File: src/rtl/rcd_pkg.sv
package rcd_pkg;

  localparam int unsigned DATA_W = 32;

  typedef enum logic [1:0] {
    REQ_PUSH_RIGHT = 2'd0,
    REQ_PUSH_LEFT  = 2'd1,
    REQ_POP_LEFT   = 2'd2,
    REQ_POP_RIGHT  = 2'd3
  } req_e;

  typedef enum logic [1:0] {
    ST_DONE        = 2'd0,
    ST_OVERFLOW    = 2'd1,
    ST_UNDERFLOW   = 2'd2,
    ST_NOT_ALLOWED = 2'd3
  } status_e;

  typedef enum logic {
    MODE_IN_RESTRICTED  = 1'b0,
    MODE_OUT_RESTRICTED = 1'b1
  } mode_e;

  // Per-word outcome from the index logic.
  typedef struct packed {
    status_e status;
    logic    pop_ok;
  } ctrl_res_t;

endpackage

File: src/rtl/rcd_mem.sv
module rcd_mem #(
  parameter int unsigned DEPTH = 64,
  parameter int unsigned IDX_W = $clog2(DEPTH)
) (
  input  logic                      clk_i,
  input  logic                      wr_en_i,
  input  logic [IDX_W-1:0]          wr_addr_i,
  input  logic [rcd_pkg::DATA_W-1:0] wr_data_i,
  input  logic                      rd_en_i,
  input  logic [IDX_W-1:0]          rd_addr_i,
  output logic [rcd_pkg::DATA_W-1:0] rd_data_o
);
  import rcd_pkg::*;

  logic [DATA_W-1:0] mem_q [DEPTH];
  logic [DATA_W-1:0] rd_data_q;

  always_ff @(posedge clk_i) begin
    if (wr_en_i) begin
      mem_q[wr_addr_i] <= wr_data_i;
    end
  end

  // Read data only moves on a read, so it holds while the result stalls.
  always_ff @(posedge clk_i) begin
    if (rd_en_i) begin
      rd_data_q <= mem_q[rd_addr_i];
    end
  end

  assign rd_data_o = rd_data_q;

endmodule

File: src/rtl/rcd_ctrl.sv
module rcd_ctrl #(
  parameter int unsigned DEPTH = 64,
  parameter int unsigned IDX_W = $clog2(DEPTH)
) (
  input  logic               clk_i,
  input  logic               rst_ni,
  input  logic               req_valid_i,
  input  rcd_pkg::req_e      req_type_i,
  input  rcd_pkg::mode_e     mode_i,
  output logic               wr_en_o,
  output logic [IDX_W-1:0]   wr_addr_o,
  output logic               rd_en_o,
  output logic [IDX_W-1:0]   rd_addr_o,
  output rcd_pkg::ctrl_res_t res_o
);
  import rcd_pkg::*;

  localparam logic [IDX_W-1:0] LastIdx = IDX_W'(DEPTH - 1);

  function automatic logic [IDX_W-1:0] wrap_up(input logic [IDX_W-1:0] idx);
    return (idx == LastIdx) ? '0 : idx + 1'b1;
  endfunction

  function automatic logic [IDX_W-1:0] wrap_down(input logic [IDX_W-1:0] idx);
    return (idx == '0) ? LastIdx : idx - 1'b1;
  endfunction

  logic [IDX_W-1:0] left_q, left_d;
  logic [IDX_W-1:0] right_q, right_d;
  logic             empty_q, empty_d;
  logic             full;
  logic             not_allowed;
  logic [IDX_W-1:0] right_up;
  logic [IDX_W-1:0] left_down;

  assign right_up    = wrap_up(right_q);
  assign left_down   = wrap_down(left_q);
  assign full        = !empty_q && (right_up == left_q);
  assign not_allowed = ((mode_i == MODE_IN_RESTRICTED) && (req_type_i == REQ_PUSH_LEFT)) ||
                       ((mode_i == MODE_OUT_RESTRICTED) && (req_type_i == REQ_POP_RIGHT));

  always_comb begin
    left_d       = left_q;
    right_d      = right_q;
    empty_d      = empty_q;
    wr_en_o      = 1'b0;
    wr_addr_o    = right_up;
    rd_en_o      = 1'b0;
    rd_addr_o    = left_q;
    res_o.status = ST_DONE;
    res_o.pop_ok = 1'b0;
    if (not_allowed) begin
      res_o.status = ST_NOT_ALLOWED;
    end else begin
      case (req_type_i)
        REQ_PUSH_RIGHT, REQ_PUSH_LEFT: begin
          if (full) begin
            res_o.status = ST_OVERFLOW;
          end else begin
            wr_en_o = 1'b1;
            if (empty_q) begin
              // first word lands at slot 0 from the right, last slot from the left
              wr_addr_o = (req_type_i == REQ_PUSH_RIGHT) ? '0 : LastIdx;
              left_d    = wr_addr_o;
              right_d   = wr_addr_o;
              empty_d   = 1'b0;
            end else if (req_type_i == REQ_PUSH_RIGHT) begin
              wr_addr_o = right_up;
              right_d   = right_up;
            end else begin
              wr_addr_o = left_down;
              left_d    = left_down;
            end
          end
        end
        REQ_POP_LEFT, REQ_POP_RIGHT: begin
          if (empty_q) begin
            res_o.status = ST_UNDERFLOW;
          end else begin
            rd_en_o      = 1'b1;
            res_o.pop_ok = 1'b1;
            rd_addr_o    = (req_type_i == REQ_POP_LEFT) ? left_q : right_q;
            if (left_q == right_q) begin
              empty_d = 1'b1;
              left_d  = '0;
              right_d = '0;
            end else if (req_type_i == REQ_POP_LEFT) begin
              left_d = wrap_up(left_q);
            end else begin
              right_d = wrap_down(right_q);
            end
          end
        end
        default: begin
          res_o.status = ST_NOT_ALLOWED;
        end
      endcase
    end
    if (!req_valid_i) begin
      wr_en_o = 1'b0;
      rd_en_o = 1'b0;
    end
  end

  always_ff @(posedge clk_i or negedge rst_ni) begin
    if (!rst_ni) begin
      left_q  <= '0;
      right_q <= '0;
      empty_q <= 1'b1;
    end else if (req_valid_i) begin
      left_q  <= left_d;
      right_q <= right_d;
      empty_q <= empty_d;
    end
  end

endmodule

File: src/rtl/restricted_circular_deque.sv
// Channel   Dir  Fields (tdata / tuser, lowest bit first)
// s_axis    in   tdata: push_value[31:0] (signed)   tuser: req_type[1:0]
// m_axis    out  tdata: pop_value[31:0] (signed)    tuser: status[1:0]
// cfg       in   cfg_data_i: restrict_mode (0 input-, 1 output-restricted)
//
// One word is accepted per cycle unless a stalled result holds s_axis_tready_o
// low; its result is in the output register on the next cycle.
// The index update and the store write/read all happen at the accept edge;
// the store's registered read port supplies pop_value.
// Reset clears the indices, the empty flag, the mode and the output valid.
// The store is not cleared. A stalled result holds and drops s_axis_tready_o.
module restricted_circular_deque #(
  parameter int unsigned DEPTH = 64
) (
  input  logic                       clk_i,
  input  logic                       rst_ni,
  // request stream
  input  logic                       s_axis_tvalid_i,
  output logic                       s_axis_tready_o,
  input  logic [31:0]                s_axis_tdata_i,  // [31:0] push_value
  input  logic [1:0]                 s_axis_tuser_i,  // [1:0] req_type
  // result stream
  output logic                       m_axis_tvalid_o,
  input  logic                       m_axis_tready_i,
  output logic [31:0]                m_axis_tdata_o,  // [31:0] pop_value
  output logic [1:0]                 m_axis_tuser_o,  // [1:0] status
  // mode register write
  input  logic                       cfg_valid_i,
  output logic                       cfg_ready_o,
  input  logic                       cfg_data_i
);
  import rcd_pkg::*;

  localparam int unsigned IdxW = $clog2(DEPTH);

  logic              s_accept;
  mode_e             mode_q;
  logic              out_valid_q;
  status_e           status_q;
  logic              pop_ok_q;
  ctrl_res_t         ctrl_res;
  logic              wr_en;
  logic [IdxW-1:0]   wr_addr;
  logic              rd_en;
  logic [IdxW-1:0]   rd_addr;
  logic [DATA_W-1:0] rd_data;

  // Input side is free whenever the output register is empty or draining.
  assign s_axis_tready_o = !out_valid_q || m_axis_tready_i;
  assign s_accept        = s_axis_tvalid_i && s_axis_tready_o;
  assign cfg_ready_o     = 1'b1;

  always_ff @(posedge clk_i or negedge rst_ni) begin
    if (!rst_ni) begin
      mode_q <= MODE_IN_RESTRICTED;
    end else if (cfg_valid_i) begin
      mode_q <= mode_e'(cfg_data_i);
    end
  end

  rcd_ctrl #(
    .DEPTH (DEPTH),
    .IDX_W (IdxW)
  ) u_ctrl (
    .clk_i       (clk_i),
    .rst_ni      (rst_ni),
    .req_valid_i (s_accept),
    .req_type_i  (req_e'(s_axis_tuser_i)),
    .mode_i      (mode_q),
    .wr_en_o     (wr_en),
    .wr_addr_o   (wr_addr),
    .rd_en_o     (rd_en),
    .rd_addr_o   (rd_addr),
    .res_o       (ctrl_res)
  );

  rcd_mem #(
    .DEPTH (DEPTH),
    .IDX_W (IdxW)
  ) u_mem (
    .clk_i     (clk_i),
    .wr_en_i   (wr_en),
    .wr_addr_i (wr_addr),
    .wr_data_i (s_axis_tdata_i),
    .rd_en_i   (rd_en),
    .rd_addr_i (rd_addr),
    .rd_data_o (rd_data)
  );

  // Result register: status and pop flag; the popped word sits in the store's
  // read register, loaded on the same edge.
  always_ff @(posedge clk_i or negedge rst_ni) begin
    if (!rst_ni) begin
      out_valid_q <= 1'b0;
    end else if (s_axis_tready_o) begin
      out_valid_q <= s_axis_tvalid_i;
    end
  end

  always_ff @(posedge clk_i) begin
    if (s_accept) begin
      status_q <= ctrl_res.status;
      pop_ok_q <= ctrl_res.pop_ok;
    end
  end

  assign m_axis_tvalid_o = out_valid_q;
  assign m_axis_tdata_o  = pop_ok_q ? rd_data : '0;
  assign m_axis_tuser_o  = status_q;

endmodule

File: config.mk
export PLATFORM = sky130hd
export DESIGN_NAME = restricted_circular_deque
export DESIGN_NICKNAME = d
export VERILOG_FILES = /design/src/rtl/rcd_pkg.sv /design/src/rtl/rcd_mem.sv /design/src/rtl/rcd_ctrl.sv /design/src/rtl/restricted_circular_deque.sv
export SDC_FILE = /design/constraint.sdc
export NUM_CORES = 2
export LEC_CHECK = 0
export CAP_MARGIN = 5
export CELL_PAD_IN_SITES_DETAIL_PLACEMENT = 2
export CELL_PAD_IN_SITES_GLOBAL_PLACEMENT = 2
export CORE_MARGIN = 2
export CORE_UTILIZATION = 38
export CTS_BUF_LIST = sky130_fd_sc_hd__clkbuf_8
export DETAILED_ROUTE_END_ITERATION = 8
export DONT_BUFFER_PORTS = 1
export GPL_TIMING_DRIVEN = 0
export HOLD_SLACK_MARGIN = 0.08
export PLACE_DENSITY_LB_ADDON = 0.12
export SLEW_MARGIN = 15
export SYNTH_ARGS = -nofsm -noshare
export SYNTH_HDL_FRONTEND = slang
export SYNTH_SLANG_ARGS = --single-unit
File: constraint.sdc
create_clock -name clk_i -period 6.8 [get_ports clk_i]
set_input_delay 1.36 -clock clk_i [delete_from_list [all_inputs] [get_ports clk_i]]
set_output_delay 1.36 -clock clk_i [all_outputs]
set_load 0.01 [all_outputs]
* After elaboration in Yosys (flattened, before gate mapping)
Memory sizes are Yosys's and may differ from the RTL's. A register that Yosys moved wholly into a read port is not among the register bits.
Index checks and enable logic that the tools add are counted.
** Storage, ports and cells
- Register bits :: 18
- Memory bits (writable) :: 2048
- Input bits :: 40
- Output and inout port bits :: 37
- Word-level logic and storage cells :: 89
- Memories :: 1
** Cells by class
- $add $sub $neg :: 4
- Equality and inequality tests :: 13
- Multiplexer cells :: 46
- Bitwise operators :: 2
- Reductions and logical operators :: 16
** Memories
- u_mem.mem_q :: depth 64, width 32, read ports 1, clocked after memory_dff 1, wr ports 1, RTL line rcd_mem.sv:15 : logic [DATA_W-1:0] mem_q [DEPTH];
** Operators with widths (count)
- $mux 6 :: 26
- $mux 32 :: 1
- $pmux 6 s2 :: 2
- $mux 1 :: 14
- $add 6x1->6 const B :: 2
- $eq 6x6->1 :: 2
- $eq 6x6->1 const B :: 2
- $logic_not 6->1 :: 2
- $reduce_and 6->1 :: 2
- $sub 6x1->6 const B :: 2
- $ne 3x1->1 const B :: 2
- $eq 2x2->1 const B :: 2
- $logic_and 1x1->1 :: 4
- $ne 2x2->1 const B :: 2
- $pmux 2 s2 :: 1
- $reduce_or 2->1 :: 2
- $ne 3x2->1 const B :: 1
- $ne 3x3->1 const B :: 1
- $reduce_and 3->1 :: 1
- $eq 2x1->1 const B :: 1
- $logic_not 1->1 :: 2
- $logic_not 2->1 :: 1
- $logic_or 1x1->1 :: 2
- $mux 2 :: 1
- 2 further kinds :: 3

* Depth between registers and ports, before layout
- Word-level depth :: 10
- Mapped depth :: 14

* Modules after synthesis
Synthesis repeated with hierarchy kept, for this count alone.
** Second synthesis, totals
- Cells, all modules :: 3623
- Area, all modules :: 81020.2 um^2
** Modules (own cells, without submodules)
- rcd_mem :: instances 1, cells an instance 3324, area an instance 78835.6 um^2, sequential area each 62459.9 um^2
- rcd_ctrl :: instances 1, cells an instance 253, area an instance 1747.9 um^2, sequential area each 326.6 um^2
- restricted_circular_deque :: instances 1, cells an instance 46, area an instance 436.7 um^2, sequential area each 140.1 um^2

* Worst setup path after synthesis
OpenSTA, ideal clock, no wires.
- Path kind :: register -> register
- From :: register u_ctrl.right_q[0]
- To :: memory u_mem.mem_q[19][0], enable pin
- Setup time :: 0.461 ns
- Data arrival time :: 5.201 ns
- Slack :: 1.137 ns
- Cell stages (with the launch flop) :: 15
- Path buffers :: 5
- Cell sequence :: dfrtp_1 -> clkbuf_1 -> buf_2 -> inv_1 -> ha_1 -> clkbuf_1 -> xor2_1 -> nor3_1 -> o311ai_2 -> or4_1 -> o211a_1 -> or2_1 -> clkbuf_1 -> buf_2 -> nor3_1
** Between the ends
- Longest elaborated chain between the ends :: 10
- Elaborated cells on any way between the ends :: 16
** RTL lines
- start: declaration :: RTL line rcd_ctrl.sv:29 : logic [IDX_W-1:0] right_q, right_d;
- start signal: assignment :: RTL line rcd_ctrl.sv:112 : right_q <= right_d;
- $add 6x1->6 / $eq 6x6->1 (equally long branches) :: RTL line rcd_ctrl.sv:21 : return (idx == LastIdx) ? '0 : idx + 1'b1;
- $mux 6 (*) :: RTL line rcd_ctrl.sv:21
- $eq 6x6->1 :: RTL line rcd_ctrl.sv:38 : assign full = !empty_q && (right_up == left_q);
- $logic_and 1x1->1 :: RTL line rcd_ctrl.sv:38
- $mux 1 :: RTL line rcd_ctrl.sv:57 : if (full) begin
- $mux 1 :: RTL line rcd_ctrl.sv:55 : case (req_type_i)
- $mux 1 :: RTL line rcd_ctrl.sv:52 : if (not_allowed) begin
- $mux 1 :: RTL line rcd_ctrl.sv:99 : if (!req_valid_i) begin
- $mux 1 :: RTL line rcd_mem.sv:19 : if (wr_en_i) begin
- $mux 1 (implied by the code) :: RTL line rcd_mem.sv:20 : mem_q[wr_addr_i] <= wr_data_i;
- end: declaration :: RTL line rcd_mem.sv:15
Mark *: on every way between the ends. The rest lies on a longest branch, timed or not.

* Final worst setup path
- From :: register u_ctrl.right_q[0]
- To :: memory u_mem.mem_q[7][10], enable pin
Same word-level chain as after synthesis.

==> flow_summary_export.csv <==
group,metric,value,unit
route,drt-wirelength-per-cell,48.3,um
min_path,min_path_cells,0,
synthesis,synth_top_family_by_area,"compound AO/OA/AOI/OAI gates",
route,via_count,62096,
min_path,hp-start,"s_axis_tdata_i[3]",
synthesis,async_flop_share,0.715,%
sta,tightestPinTransition,1.47,ns
clocking,htreeDepth,5,
sta,holdWs,0.286,ns
pwr,vdd_drop_max,0.000284,V
floorplan,initial_core_util,38.2,%
synthesis,synth_cell_types,82,
clocking,cts_buffers,379,
clocking,post_cts_buffers,0,
route,drt_wl_total,448000,um
placed_design,dpl_cell_area,90800,um^2
worst_setup_path,reg2regPathDepth,18,
route,firstDrtPassIters,9,
global_routing,grt_pass1_wl,574000,um
floorplan,ioPinCount,77,
cells_and_area,area_growth,18.7,%
placed_design,numPortBuffers,0,
worst_setup_path,cp_max_fo,10,
route,drtAntennaViolNets,0,
global_routing,grt_pass1_vias,60089,
worst_setup_path,r2r-end,"u_mem.mem_q[7][10]",
synthesis,syn_area,82000,um^2
sta,max_freq,0.157,GHz
synthesis,syn_inst,5274,
global_routing,grt_max_degree,65,
synthesis,synth.mux.area_fraction,5.54,%
run_status,violations,"capacitance limit",
placed_design,dpl.hpwl,316000,um
synthesis,synth_simple_gate_area_share,7.63,%
sta,fin_crit_sh,93.8,%
route,drtIter0Drc,12269,
cells_and_area,final_util,45.4,%
sta,rsz0062_at_grt,"false",
clocking,clkSlewWorstSetupHoldPaths,0.06,ns
clocking,cts-root-buf,"clkbuf_8",
synthesis,ys_seq_elements,2098,
placed_design,gp_congestion,0.939,
global_routing,grt_antenna_before_repair,75,
global_routing,gr-usage-all-layers,40.0,%
sta,finalCriticalPeriod,6.38,ns
floorplan,die_area,220000,um^2
worst_setup_path,r2r-start,"u_ctrl.right_q[0]",
floorplan,core,215000,um^2
worst_setup_path,reg2reg_slack,0.42,ns
route,viasPerCell,6.69,
cells_and_area,final_area,97400,um^2
sta,hold_violations,0,
synthesis,synth-xor-area-share,0.181,%
clocking,clock-sinks,2098,
worst_setup_path,required,7.63,ns
synthesis,synth_top_flop_cell,"edfxtp_1",
sta,finalSetupViolCount,0,
clocking,cts.path.max_buffers,4,
worst_setup_path,startpoint_type,"flop",
clocking,cts_resized,0,
floorplan,row_count,170,
synthesis,yosys_warnings,0,
clocking,clock_latency,1.18,ns
pwr,p_leak,33.0,nW
route,drc,0,
clocking,cts_tree,"built",
sta,drv_slew,0,
sta,slew_headroom,1.32,%
min_path,hold_path_end,"u_mem.mem_q[35][3]",
worst_setup_path,crit_path_end_kind,"flop",
synthesis,ys_seq_area_share,76.7,%
floorplan,die_w,469,um
cells_and_area,layout_common_cells,"edfxtp_1, nand2_1, clkbuf_8",
synthesis,synth_fa_ha_area_share,0.0915,%
pwr,power_density,452,nW/um^2
synthesis,syn_nets,5320,
min_path,worstHoldPathType,"in -> reg",
job,maxCapViolCount,1,
sta,clock_skew,0.0992,ns
global_routing,overflow,0,
floorplan,die_h,469,um
worst_setup_path,critPathKind,"reg -> reg",
synthesis,syn_area_per_cell,15.6,um^2
cells_and_area,nets,6160,
cells_and_area,layout_commonest_cell,"edfxtp_1",
clocking,ctsHoldBuffers,1,
worst_setup_path,crit_arrival,7.21,ns
synthesis,synth_edf_count,2083,
synthesis,synth_compound_area_share,7.83,%
cells_and_area,drive_above_1_share,20.0,%
run_status,status,"finished, violations left",
[critical path: stages, from the launching register on]
cell and delay, ns:
dfrtp_1 0.34, clkbuf_1 0.39, buf_2 0.38, inv_1 0.21, ha_1 0.33, clkbuf_1 0.37, xor2_1 0.13, nor3_1 0.21
o311ai_2 0.24, o31ai_2 0.65, o22a_1 0.35, nand2b_1 0.08, clkbuf_1 0.26, clkbuf_1 0.44, nor3_2 0.70, buf_4 0.35
buf_4 0.23, buf_4 0.22, buf_4 0.19
[how the worst max path moves through the flow]
| stage | from | endpoint | slack (ns) | cells past startpoint |
|---|---|---|---|---|
| after floorplan | u_ctrl.right_q[0] | u_mem.mem_q[19][0] | 1.14 | 14 |
| after global placement | u_ctrl.right_q[0] | u_mem.mem_q[16][12] | -6.77 | 13 |
| after detailed placement | s_axis_tuser_i[0] | u_mem.rd_data_o[13] | -0.26 | 11 |
| after CTS | u_ctrl.right_q[0] | u_mem.rd_data_o[13] | 0.46 | 11 |
| after global routing | u_ctrl.right_q[0] | u_mem.mem_q[7][17] | 0.24 | 18 |
| final | u_ctrl.right_q[0] | u_mem.mem_q[7][10] | 0.42 | 18 |
[area by class of cell]
cell class | instances | area [um^2]
antenna | 87 | 218
buffer | 347 | 1710
inverter | 13 | 48.8
timing repair buffer | 459 | 4660
clock inverter | 246 | 1050
fill | 20429 | 117000
clock buffer | 380 | 5230
sequential | 2098 | 62900
multi-input combinational | 2816 | 18000
tap | 2838 | 3550
[Yosys cell counts, types with 7 or more instances]
cell / count / share of area, %
edfxtp_1: 2083 / 76
o2bb2ai_1: 23 / 0.25
mux2_2: 16 / 0.22
xnor2_1: 12 / 0.13
and2_1: 34 / 0.26
mux2i_1: 338 / 4.1
a21oi_1: 338 / 2.1
a221o_1: 9 / 0.11
nor3_1: 132 / 0.81
a2111oi_0: 12 / 0.13
inv_1: 13 / 0.059
a211oi_1: 20 / 0.18
nand2b_1: 13 / 0.099
and3_1: 13 / 0.099
buf_1: 25 / 0.11
buf_2: 127 / 0.77
or3_1: 8 / 0.061
buf_4: 20 / 0.18
buf_6: 11 / 0.15
nor4_1: 50 / 0.38
nand2_1: 897 / 4.1
dfrtp_1: 14 / 0.43
nor2_1: 55 / 0.25
o22ai_1: 81 / 0.62
o221ai_1: 15 / 0.16
o211ai_1: 17 / 0.16
nor3b_1: 7 / 0.064
a222oi_1: 18 / 0.22
a22oi_1: 94 / 0.86
or4_1: 29 / 0.27
a221oi_1: 60 / 0.64
nor2b_1: 7 / 0.053
o21ai_0: 79 / 0.48
a31oi_1: 66 / 0.50
a32oi_1: 67 / 0.72
nand3_1: 160 / 0.98
mux4_2: 40 / 1.1
clkbuf_1: 164 / 0.75
[metal layers]
metal / up-vias / track usage (%) / wire (um)
met4: 14 / 27.1 / 35700
met2: 5659 / 56.9 / 188000
met3: 1326 / 13.6 / 63100
met1: 32707 / 51.5 / 161000
met5: - / 0 / 230
li1: 22390 / - / -
[power by group]
group	internal (mW)	switching [mW]	total, mW
Clock	5.21	5.59	10.8
Combinational	4.02	14.5	18.6
Sequential	14.5	0.101	14.6
Total	23.8	20.2	44.0
[flip-flops by register name, summed over array words and instances (netlist names), 2 cells and up]
signal / cells
u_ctrl.left_q: 6
u_ctrl.right_q: 6
u_mem.mem_q: 2048
u_mem.rd_data_o: 32
m_axis_tuser_o: 2
[stage by stage]
stage               TNS [ns]  instances  total power [mW]  worst slack [ns]
floorplan                  0       5274              22.2              1.14
global placement    -9927.01       8112              31.4             -6.77
detailed placement    -0.493       8569              32.3            -0.259
CTS                        0       9196              42.8             0.458
global route               0       9261              44.1             0.240
finish                     0       9284              44.0             0.424
[cells by family after synthesis]
family | after synthesis
AO/OA/AOI/OAI | 966
XOR/XNOR | 17
other | 1
multiplexers | 399
adder cells (fa/ha/maj) | 6
buffers and inverters | 360
AND/OR/NAND/NOR | 1427
flip-flops | 2098
Note: power is estimated with default switching activity, not from simulation.
